--- config.mk ---
export PLATFORM = sky130hd
export DESIGN_NAME = priority_layered_claim_resolver
export DESIGN_NICKNAME = d
export VERILOG_FILES = /design/src/hw/rtl/plcr_pkg.sv /design/src/hw/rtl/plcr_ram.sv /design/src/hw/rtl/plcr_rank.sv /design/src/hw/rtl/priority_layered_claim_resolver.sv
export SDC_FILE = /design/constraint.sdc
export NUM_CORES = 1
export LEC_CHECK = 0
export BUFFER_PORTS_ARGS = -buffer_cell sky130_fd_sc_hd__buf_2
export CORE_MARGIN = 2
export CORE_UTILIZATION = 38
export DETAILED_ROUTE_END_ITERATION = 8
export PLACE_DENSITY = 0.56
export RECOVER_POWER = 25
export SLEW_MARGIN = 20
export SYNTH_ARGS = -nofsm -noshare
export SYNTH_HDL_FRONTEND = slang
export SYNTH_SLANG_ARGS = --single-unit
--- constraint.sdc ---
create_clock -name clk -period 10.1 [get_ports clk]
set_clock_uncertainty 0.2 [all_clocks]
set_input_delay 2.02 -clock clk [delete_from_list [all_inputs] [get_ports clk]]
set_output_delay 2.02 -clock clk [all_outputs]
set_load 0.005 [all_outputs]
--- src/hw/rtl/plcr_pkg.sv ---
// Package for the priority layered claim resolver.
// Holds table sizing, command/status/register codes and the rank unit structs.
// No dependencies.
package plcr_pkg;

    localparam int MAX_CLAIMS = 8;
    localparam int SLOT_W     = $clog2(MAX_CLAIMS);
    localparam int CNT_W      = $clog2(MAX_CLAIMS + 1);
    localparam int ENTRY_W    = 64;   // {serial, request}
    localparam int LANES      = 4;    // style, mode, shoulder, owner

    // lane numbers inside the rank unit
    localparam int LANE_STYLE    = 0;
    localparam int LANE_MODE     = 1;
    localparam int LANE_SHOULDER = 2;
    localparam int LANE_OWNER    = 3;

    localparam logic [1:0] CMD_ADD     = 2'd0;
    localparam logic [1:0] CMD_RELEASE = 2'd1;
    localparam logic [1:0] CMD_UPDATE  = 2'd2;

    localparam logic [1:0] STAT_OK        = 2'd0;
    localparam logic [1:0] STAT_FULL      = 2'd1;
    localparam logic [1:0] STAT_NOT_FOUND = 2'd2;
    localparam logic [1:0] STAT_INVALID   = 2'd3;

    localparam logic [1:0] REG_BASE_STYLE    = 2'd0;
    localparam logic [1:0] REG_BASE_MODE     = 2'd1;
    localparam logic [1:0] REG_BASE_SHOULDER = 2'd2;

    typedef struct packed {
        logic clear;    // drop all lane winners
        logic sample;   // offer the candidate entry to every lane
    } rank_ctl_t;

    typedef struct packed {
        logic [LANES-1:0]       found;
        logic [LANES-1:0][31:0] req;
    } rank_t;

endpackage

--- src/hw/rtl/plcr_ram.sv ---
// Generic single-write, single-read RAM with registered read data.
// No dependencies.
module plcr_ram #(
    parameter int WIDTH = 64,
    parameter int DEPTH = 8
) (
    input  logic                                   clk,
    input  logic                                   we,
    input  logic [((DEPTH > 1) ? $clog2(DEPTH) : 1)-1:0] waddr,
    input  logic [WIDTH-1:0]                       wdata,
    input  logic [((DEPTH > 1) ? $clog2(DEPTH) : 1)-1:0] raddr,
    output logic [WIDTH-1:0]                       rdata
);

    logic [WIDTH-1:0] mem_reg [DEPTH];
    logic [WIDTH-1:0] rdata_reg;

    always_ff @(posedge clk)
    begin
        if (we)
        begin
            mem_reg[waddr] <= wdata;
        end
        rdata_reg <= mem_reg[raddr];
    end

    assign rdata = rdata_reg;

endmodule

--- src/hw/rtl/plcr_rank.sv ---
// Shared rank unit: keeps the strongest claim seen so far for each resolved field
// and for the owner, one candidate entry per cycle. Depends on plcr_pkg.
module plcr_rank (
    input  logic                clk,
    input  logic                rst_n,
    input  plcr_pkg::rank_ctl_t ctl,
    input  logic [31:0]         cand_req,
    input  logic [31:0]         cand_serial,
    output plcr_pkg::rank_t     best
);
    import plcr_pkg::*;

    logic [LANES-1:0]       found_reg;
    logic [LANES-1:0][31:0] req_reg;
    logic [31:0]            serial_reg [LANES];
    logic [LANES-1:0]       take;

    // higher priority wins, then higher serial; a tie keeps the earlier slot
    always_comb
    begin
        for (int l = 0; l < LANES; l++)
        begin
            logic eligible;
            logic stronger;
            if (l == LANE_OWNER)
            begin
                eligible = 1'b1;
            end
            else
            begin
                eligible = (cand_req[27 - 4*l -: 4] != 4'd0);
            end
            if (cand_req[31:28] != req_reg[l][31:28])
            begin
                stronger = (cand_req[31:28] > req_reg[l][31:28]);
            end
            else
            begin
                stronger = (cand_serial > serial_reg[l]);
            end
            take[l] = ctl.sample && eligible && (!found_reg[l] || stronger);
        end
    end

    always_ff @(posedge clk or negedge rst_n)
    begin
        if (!rst_n)
        begin
            found_reg <= '0;
        end
        else if (ctl.clear)
        begin
            found_reg <= '0;
        end
        else
        begin
            found_reg <= found_reg | take;
        end
    end

    always_ff @(posedge clk)
    begin
        for (int l = 0; l < LANES; l++)
        begin
            if (take[l])
            begin
                req_reg[l]    <= cand_req;
                serial_reg[l] <= cand_serial;
            end
        end
    end

    assign best.found = found_reg;
    assign best.req   = req_reg;

endmodule

--- src/hw/rtl/priority_layered_claim_resolver.sv ---
// Top level of the priority layered claim resolver: command sequencer, claim
// table, base registers and APB port. Depends on plcr_pkg, plcr_ram, plcr_rank.
//
// Usage:
//   Command beats enter on cmd_valid/cmd_stall (add, release, update); each one
//   yields exactly one result beat on res_valid/res_stall carrying status, the
//   issued handle and the resolved style, mode, shoulder, owner and revision.
//   The block handles one command at a time and holds cmd_stall high from the
//   accepted beat until its result beat has been taken.
//   A command is first matched against the table in one pass over its
//   MAX_CLAIMS slots (the table RAM read being registered), then a successful
//   command is resolved by a second pass through the shared rank unit and a
//   finishing state. A failed command skips the second pass; handle zero and
//   unknown codes go straight to the finishing state. The next command can be
//   taken in the cycle after the result is taken. Reset empties the table,
//   zeroes the serial counter, the revision and the base registers. While
//   res_stall is high the result holds and no new command is taken. Base
//   registers are to be written over APB only while idle (the block itself does
//   not enforce this) and take effect at the next successful command.
module priority_layered_claim_resolver (
    input  logic        clk,
    input  logic        rst_n,
    // command channel
    input  logic        cmd_valid,
    output logic        cmd_stall,
    input  logic [1:0]  command,
    input  logic [31:0] handle,
    input  logic [3:0]  priority_req,
    input  logic [3:0]  style,
    input  logic [3:0]  mode,
    input  logic [3:0]  shoulder,
    input  logic [15:0] reason,
    // result channel
    output logic        res_valid,
    input  logic        res_stall,
    output logic [1:0]  status,
    output logic [31:0] new_handle,
    output logic [3:0]  out_style,
    output logic [3:0]  out_mode,
    output logic [3:0]  out_shoulder,
    output logic [3:0]  owner_priority,
    output logic [15:0] owner_reason,
    output logic        changed,
    output logic [31:0] revision,
    // configuration
    input  logic        psel,
    input  logic        penable,
    input  logic        pwrite,
    input  logic [3:0]  paddr,
    input  logic [31:0] pwdata,
    output logic [31:0] prdata,
    output logic        pready
);
    import plcr_pkg::*;

    typedef enum logic [3:0] {
        ST_IDLE    = 4'b0001,
        ST_MATCH   = 4'b0010,
        ST_RESOLVE = 4'b0100,
        ST_FINISH  = 4'b1000
    } state_t;

    state_t                state_reg, state_next;
    logic [CNT_W-1:0]      cnt_reg;
    logic [MAX_CLAIMS-1:0] valid_reg;
    logic [1:0]            cmd_reg;
    logic [31:0]           handle_reg;
    logic [31:0]           req_reg;
    logic                  found_reg;
    logic [SLOT_W-1:0]     slot_reg;
    logic                  ok_reg;
    logic [1:0]            stat_reg;
    logic [31:0]           issued_reg;
    logic [31:0]           serial_reg;
    logic [31:0]           resolved_reg;
    logic [31:0]           revision_reg;
    logic [3:0]            base_style_reg;
    logic [3:0]            base_mode_reg;
    logic [3:0]            base_shoulder_reg;
    logic                  res_valid_reg;
    logic [1:0]            res_status_reg;
    logic [31:0]           res_handle_reg;
    logic                  res_changed_reg;

    logic                  accept;
    logic                  cfg_write;
    logic [CNT_W-1:0]      cnt_m1;
    logic [SLOT_W-1:0]     slot_cur;
    logic                  have_data;
    logic                  last;
    logic [ENTRY_W-1:0]    rd_data;
    logic [31:0]           rd_serial;
    logic [31:0]           rd_req;
    logic                  hit;
    logic                  found_now;
    logic [SLOT_W-1:0]     slot_now;
    logic                  ok_now;
    logic [31:0]           serial_inc;
    logic [31:0]           serial_new;
    logic                  ram_we;
    logic [SLOT_W-1:0]     ram_waddr;
    logic [ENTRY_W-1:0]    ram_wdata;
    rank_ctl_t             rank_ctl;
    rank_t                 best;
    logic [31:0]           resolved_next;

    assign accept    = cmd_valid && !cmd_stall;
    assign cmd_stall = (state_reg != ST_IDLE) || res_valid_reg;
    assign cfg_write = psel && penable && pwrite && pready;

    // data on the RAM output belongs to the slot addressed in the previous cycle
    assign cnt_m1    = cnt_reg - CNT_W'(1);
    assign slot_cur  = cnt_m1[SLOT_W-1:0];
    assign have_data = (cnt_reg != '0);
    assign last      = (cnt_reg == CNT_W'(MAX_CLAIMS));
    assign rd_serial = rd_data[63:32];
    assign rd_req    = rd_data[31:0];
    assign hit       = have_data && valid_reg[slot_cur] && (rd_serial == handle_reg);

    assign found_now = found_reg || (have_data && !valid_reg[slot_cur]);
    assign slot_now  = found_reg ? slot_reg : slot_cur;

    assign serial_inc = serial_reg + 32'd1;
    assign serial_new = (serial_inc == 32'd0) ? 32'd1 : serial_inc;

    always_comb
    begin
        case (cmd_reg)
            CMD_ADD:     ok_now = found_now;
            CMD_RELEASE: ok_now = ok_reg || hit;
            CMD_UPDATE:  ok_now = ok_reg || hit;
            default:     ok_now = 1'b0;
        endcase
    end

    always_comb
    begin
        ram_we    = 1'b0;
        ram_waddr = slot_cur;
        ram_wdata = {rd_serial, req_reg};
        if (state_reg == ST_MATCH)
        begin
            if (cmd_reg == CMD_UPDATE && hit && !ok_reg)
            begin
                ram_we = 1'b1;
            end
            else if (cmd_reg == CMD_ADD && last && found_now)
            begin
                ram_we    = 1'b1;
                ram_waddr = slot_now;
                ram_wdata = {serial_new, req_reg};
            end
        end
    end

    plcr_ram #(
        .WIDTH (ENTRY_W),
        .DEPTH (MAX_CLAIMS)
    ) u_table (
        .clk   (clk),
        .we    (ram_we),
        .waddr (ram_waddr),
        .wdata (ram_wdata),
        .raddr (cnt_reg[SLOT_W-1:0]),
        .rdata (rd_data)
    );

    assign rank_ctl.clear  = (state_reg == ST_RESOLVE) && !have_data;
    assign rank_ctl.sample = (state_reg == ST_RESOLVE) && have_data && valid_reg[slot_cur];

    plcr_rank u_rank (
        .clk         (clk),
        .rst_n       (rst_n),
        .ctl         (rank_ctl),
        .cand_req    (rd_req),
        .cand_serial (rd_serial),
        .best        (best)
    );

    always_comb
    begin
        resolved_next = '0;
        resolved_next[27:24] = best.found[LANE_STYLE] ?
                               best.req[LANE_STYLE][27:24] : base_style_reg;
        resolved_next[23:20] = best.found[LANE_MODE] ?
                               best.req[LANE_MODE][23:20] : base_mode_reg;
        resolved_next[19:16] = best.found[LANE_SHOULDER] ?
                               best.req[LANE_SHOULDER][19:16] : base_shoulder_reg;
        if (best.found[LANE_OWNER])
        begin
            resolved_next[31:28] = best.req[LANE_OWNER][31:28];
            resolved_next[15:0]  = best.req[LANE_OWNER][15:0];
        end
    end

    always_comb
    begin
        state_next = state_reg;
        case (state_reg)
            ST_IDLE:
            begin
                if (accept)
                begin
                    if (command == CMD_ADD)
                    begin
                        state_next = ST_MATCH;
                    end
                    else if ((command == CMD_RELEASE || command == CMD_UPDATE)
                             && handle != 32'd0)
                    begin
                        state_next = ST_MATCH;
                    end
                    else
                    begin
                        state_next = ST_FINISH;
                    end
                end
            end
            ST_MATCH:
            begin
                if (last)
                begin
                    state_next = ok_now ? ST_RESOLVE : ST_FINISH;
                end
            end
            ST_RESOLVE:
            begin
                if (last)
                begin
                    state_next = ST_FINISH;
                end
            end
            ST_FINISH:  state_next = ST_IDLE;
            default:    state_next = ST_IDLE;
        endcase
    end

    // control state
    always_ff @(posedge clk or negedge rst_n)
    begin
        if (!rst_n)
        begin
            state_reg         <= ST_IDLE;
            cnt_reg           <= '0;
            valid_reg         <= '0;
            serial_reg        <= '0;
            resolved_reg      <= '0;
            revision_reg      <= '0;
            base_style_reg    <= '0;
            base_mode_reg     <= '0;
            base_shoulder_reg <= '0;
            res_valid_reg     <= 1'b0;
            found_reg         <= 1'b0;
            ok_reg            <= 1'b0;
        end
        else
        begin
            state_reg <= state_next;

            if (cfg_write)
            begin
                case (paddr[3:2])
                    REG_BASE_STYLE:    base_style_reg    <= pwdata[3:0];
                    REG_BASE_MODE:     base_mode_reg     <= pwdata[3:0];
                    REG_BASE_SHOULDER: base_shoulder_reg <= pwdata[3:0];
                    default:           ;
                endcase
            end

            if (res_valid_reg && !res_stall)
            begin
                res_valid_reg <= 1'b0;
            end

            case (state_reg)
                ST_IDLE:
                begin
                    cnt_reg   <= '0;
                    found_reg <= 1'b0;
                    ok_reg    <= 1'b0;
                end
                ST_MATCH:
                begin
                    cnt_reg <= last ? CNT_W'(0) : cnt_reg + CNT_W'(1);
                    if (cmd_reg == CMD_RELEASE && hit)
                    begin
                        valid_reg[slot_cur] <= 1'b0;
                    end
                    if (cmd_reg == CMD_ADD && !found_reg && have_data && !valid_reg[slot_cur])
                    begin
                        found_reg <= 1'b1;
                    end
                    ok_reg <= ok_now;
                    if (last && cmd_reg == CMD_ADD && found_now)
                    begin
                        valid_reg[slot_now] <= 1'b1;
                        serial_reg          <= serial_new;
                    end
                end
                ST_RESOLVE:
                begin
                    cnt_reg <= cnt_reg + CNT_W'(1);
                end
                ST_FINISH:
                begin
                    res_valid_reg <= 1'b1;
                    if (ok_reg && resolved_next != resolved_reg)
                    begin
                        resolved_reg <= resolved_next;
                        revision_reg <= revision_reg + 32'd1;
                    end
                end
                default: ;
            endcase
        end
    end

    // payload
    always_ff @(posedge clk)
    begin
        case (state_reg)
            ST_IDLE:
            begin
                if (accept)
                begin
                    cmd_reg    <= command;
                    handle_reg <= handle;
                    req_reg    <= {priority_req, style, mode, shoulder, reason};
                    issued_reg <= '0;
                    stat_reg   <= ((command == CMD_RELEASE || command == CMD_UPDATE)
                                   && handle == 32'd0) ? STAT_INVALID : STAT_OK;
                end
            end
            ST_MATCH:
            begin
                if (cmd_reg == CMD_ADD && !found_reg && have_data && !valid_reg[slot_cur])
                begin
                    slot_reg <= slot_cur;
                end
                if (last)
                begin
                    if (ok_now)
                    begin
                        if (cmd_reg == CMD_ADD)
                        begin
                            issued_reg <= serial_new;
                        end
                    end
                    else
                    begin
                        stat_reg <= (cmd_reg == CMD_ADD) ? STAT_FULL : STAT_NOT_FOUND;
                    end
                end
            end
            ST_FINISH:
            begin
                res_status_reg  <= stat_reg;
                res_handle_reg  <= issued_reg;
                res_changed_reg <= ok_reg && (resolved_next != resolved_reg);
            end
            default: ;
        endcase
    end

    assign res_valid      = res_valid_reg;
    assign status         = res_status_reg;
    assign new_handle     = res_handle_reg;
    assign changed        = res_changed_reg;
    assign revision       = revision_reg;
    assign out_style      = resolved_reg[27:24];
    assign out_mode       = resolved_reg[23:20];
    assign out_shoulder   = resolved_reg[19:16];
    assign owner_priority = resolved_reg[31:28];
    assign owner_reason   = resolved_reg[15:0];

    assign pready = 1'b1;
    always_comb
    begin
        case (paddr[3:2])
            REG_BASE_STYLE:    prdata = {28'd0, base_style_reg};
            REG_BASE_MODE:     prdata = {28'd0, base_mode_reg};
            REG_BASE_SHOULDER: prdata = {28'd0, base_shoulder_reg};
            default:           prdata = 32'd0;
        endcase
    end

`ifndef ASSERT_OFF
    a_busy_after_accept: assert property (@(posedge clk) disable iff (!rst_n)
        accept |=> (state_reg != ST_IDLE))
        else $error("sequencer idle after accepting a command beat");

    a_no_result_while_busy: assert property (@(posedge clk) disable iff (!rst_n)
        (state_reg != ST_IDLE) |-> !res_valid_reg)
        else $error("result beat pending while a command is in progress");

    a_fail_no_change: assert property (@(posedge clk) disable iff (!rst_n)
        (res_valid_reg && res_status_reg != STAT_OK)
        |-> (!res_changed_reg && res_handle_reg == 32'd0))
        else $error("failed command reports a change or an issued handle");

    a_revision_step: assert property (@(posedge clk) disable iff (!rst_n)
        (state_reg == ST_FINISH && ok_reg && resolved_next != resolved_reg)
        |=> (revision_reg == $past(revision_reg) + 32'd1))
        else $error("revision did not advance on a resolved-state change");
`endif

endmodule

==> flow_summary.ini <==
[worst_setup_path]
r2r-start = cnt_reg[0]$_DFFE_PN0N_
cp-start-kind = flop
r2r_cells = 14
crit_path_end_kind = flop
critPathRequiredTime_ps = 10190
r2r_slack_ps = 2730
reg2reg_to = u_table.mem_reg[2][46]$_DFFE_PP_
worstPathMaxFanout = 44
arrival_ps = 7460
critical_path_class = flop to flop

[pwr]
leakagePower_nw = 16.0
pwr-share-seq = 0.522
powerDensity_nw_per_um2 = 199
switching_share = 0.239
p_switching_mw = 2.31
ir_drop_mv = 0.142
finalPower_mw = 9.67
p_clk_frac = 0.396
comb_power_share = 0.082
internal_power_mw = 7.36

[grt]
grt_pass1_vias = 23800
antenna_found_initial = 3
grt_max_degree = 111
grt_pass1_wl_mm = 150
grt-ovfl-total = 0
grt_usage = 0.176

[clock_network]
cts_root_buf = clkbuf_16
cts_tree = done
cts-buffers-inserted = 104
clock-sinks = 1017
cts_resized = 0
cts_buffer_depth = 3
htree_levels = 3
cts.clk_slew.worst_paths_ps = 60
post_cts_buffers = 0
hold_buffers = 0
insertion_delay_ps = 700

[die]
initial_core_util = 0.383
io_pins = 243
die_y_um = 338
rows = 122
die_area_um2 = 114000
core_um2 = 111000
die_w_um = 338

[routing]
viasPerCell = 5.20
drc = 0
wirelength_mm = 101
routedWlPerCell_um = 22.3
ant_nets = 0
first_iter_violations = 1728
drt_first_pass_iters = 6
routed-via-count = 23500

[min_path]
worstHoldPathCells = 0
hp-class = flop to flop
hold_end = u_rank.best[100]$_DFFE_PP_
min_from = u_table.rdata[4]$_DFF_P_

[sta]
tightest_slew_ps = 2000
finalSetupTns_ps = 0
slew_headroom = -0.332
finalCritPeriodShare = 0.730
setup_violations = 0
layout_min_cycle_time_ps = 7370
hold_violations = 0
rsz0062_at_grt = no
report.final.slew_viol_count = 35
fmaxAchievable_mhz = 136

[placed_design]
gp_congestion = 0.849
io_buffers = 183
hpwl_mm = 64.5
dp_cells = 4317
placed_cell_area_um2 = 45200

[final_layout]
final_cell_area_um2 = 48500
layout.cells.non_filler = 4516
drive_above_1_share = 0.196
layout_commonest_cell = edfxtp_1
syn2layout_area_growth_pct = 14.5
final_cell_mix = edfxtp_1 (822), inv_1 (156), nand2_1 (156)
fin_nets = 3198
final_core_util = 0.438
largest_reg_flops = 512

[yosys]
syn_area_um2 = 42400
synthArstFlopShare = 0.129
ys_seq_elements = 1017
synth_edf_count = 822
ys_seq_area_frac = 0.690
yosys.area.top_type = edfxtp_1
syn_inst = 2690
yosys_warnings = 0
yosysUniqueCellTypes = 76
synth_ff_type = edfxtp_1
synth_top_cell_area_share = 0.583
synthTopCellsByArea = edfxtp_1 (58%), dfrtp_1 (7.7%), mux4_2 (6.9%)
avgSynthCellArea_um2 = 15.8

[job]
cap_violations = 1

[status]
status = finished with violations
violations = max-capacitance violations, max-slew violations
==> metal layers <==
| layer | vias to the layer above | track usage | part of all wire | routed length [um] |
|---|---|---|---|---|
| met3 | 129 | 0.0245 | 0.047 | 4700 |
| met5 | - | 0 | 0 | 0 |
| met1 | 12100 | 0.239 | 0.44 | 44600 |
| met4 | 0 | 0.0516 | 0.022 | 2220 |
| met2 | 588 | 0.293 | 0.49 | 49000 |
| li1 | 10700 | - | - | - |
==> cells by family (layout without fill, tap and decap cells) <==
group,after synthesis,after routing,synth area share
DFF,1017,1017,0.690
and+or+nand+nor,584,584,0.0700
buffers and inverters,285,595,0.0291
AOI/OAI and AO/OA,272,272,0.0397
muxes,232,232,0.0956
adders and majority gates,154,154,0.0455
xor gates and xnor gates,144,144,0.0298
other,2,30,0.000177
==> how the worst max path moves through the flow <==
| stage | slack [ps] | endpoint | depth (start not counted) | startpoint |
|---|---|---|---|---|
| after detailed placement | 3680 | u_table.mem_reg[2][43]$_DFFE_PP_ | 14 | cnt_reg[0]$_DFFE_PN0N_ |
| after CTS | 3620 | u_table.mem_reg[2][46]$_DFFE_PP_ | 14 | cnt_reg[0]$_DFFE_PN0N_ |
| after floorplan | 1120 | u_table.mem_reg[1][0]$_DFFE_PP_ | 15 | cnt_reg[0]$_DFFE_PN0N_ |
| final | 2730 | u_table.mem_reg[2][46]$_DFFE_PP_ | 14 | cnt_reg[0]$_DFFE_PN0N_ |
| after global placement | 3790 | u_table.mem_reg[2][45]$_DFFE_PP_ | 14 | cnt_reg[0]$_DFFE_PN0N_ |
| after global routing | 2110 | u_table.mem_reg[2][46]$_DFFE_PP_ | 14 | cnt_reg[0]$_DFFE_PN0N_ |
==> stage by stage <==
| stage | setup slack (ps) | hold slack [ps] |
|---|---|---|
| 2_1_floorplan | 1120 | 186 |
| 3_3_place_gp | 3790 | 190 |
| 3_5_place_dp | 3680 | 195 |
| 4_1_cts | 3620 | 211 |
| 5_1_grt | 2110 | 215 |
| 6_report | 2730 | 203 |
==> synthesized netlist by cell type (all sizes together), types with 9 or more instances <==
cell      n
edfxtp  822
inv     158
nand2   157
ha      154
dfrtp   130
mux4    130
nor2    128
o21ai    85
xor2     84
mux2     80
buf      78
a21oi    67
dfxtp    64
nand3    61
xnor2    60
nand4    56
clkbuf   49
nor3     41
nor4     32
a21o     23
mux2i    22
and3     21
nor2b    20
nand3b   16
o21a     14
o22ai    12
a22oi    11
and4     11
nand2b    9
==> power by group through the flow <==
| stage | Sequential [mW] | Combinational, mW | Clock [mW] |
|---|---|---|---|
| finish | 5.05 | 0.794 | 3.82 |
| global route | 5.08 | 0.871 | 4.08 |
| CTS | 5.05 | 0.817 | 3.92 |
| detailed placement | 5.14 | 0.812 | 0 |
| global placement | 5.12 | 0.796 | 0 |
| floorplan | 5.01 | 0.590 | 0 |
==> final cells by class <==
| class | instances | area [um^2] |
|---|---|---|
| Clock inverter | 50 | 523 |
| Sequential cell | 1017 | 29300 |
| Clock buffer | 148 | 2960 |
| Multi-Input combinational cell | 1415 | 12100 |
| Tap cell | 1488 | 1860 |
| Fill cell | 9741 | 62100 |
| Inverter | 158 | 593 |
| Timing Repair Buffer | 239 | 1230 |
| Antenna cell | 1 | 2.50 |
==> worst max-delay path, cell delays in order, from the launching register on <==
cell     delay, ps
dfrtp_1       1680
inv_1          280
ha_1           330
xnor2_1        360
inv_2          140
mux4_2         300
mux2i_1        420
nor4_1         140
and3b_1        270
nor2_4         550
buf_4          610
mux2i_1        230
nor3_2         160
buf_4          460
buf_4          730
(Power assumes the default switching activity.)
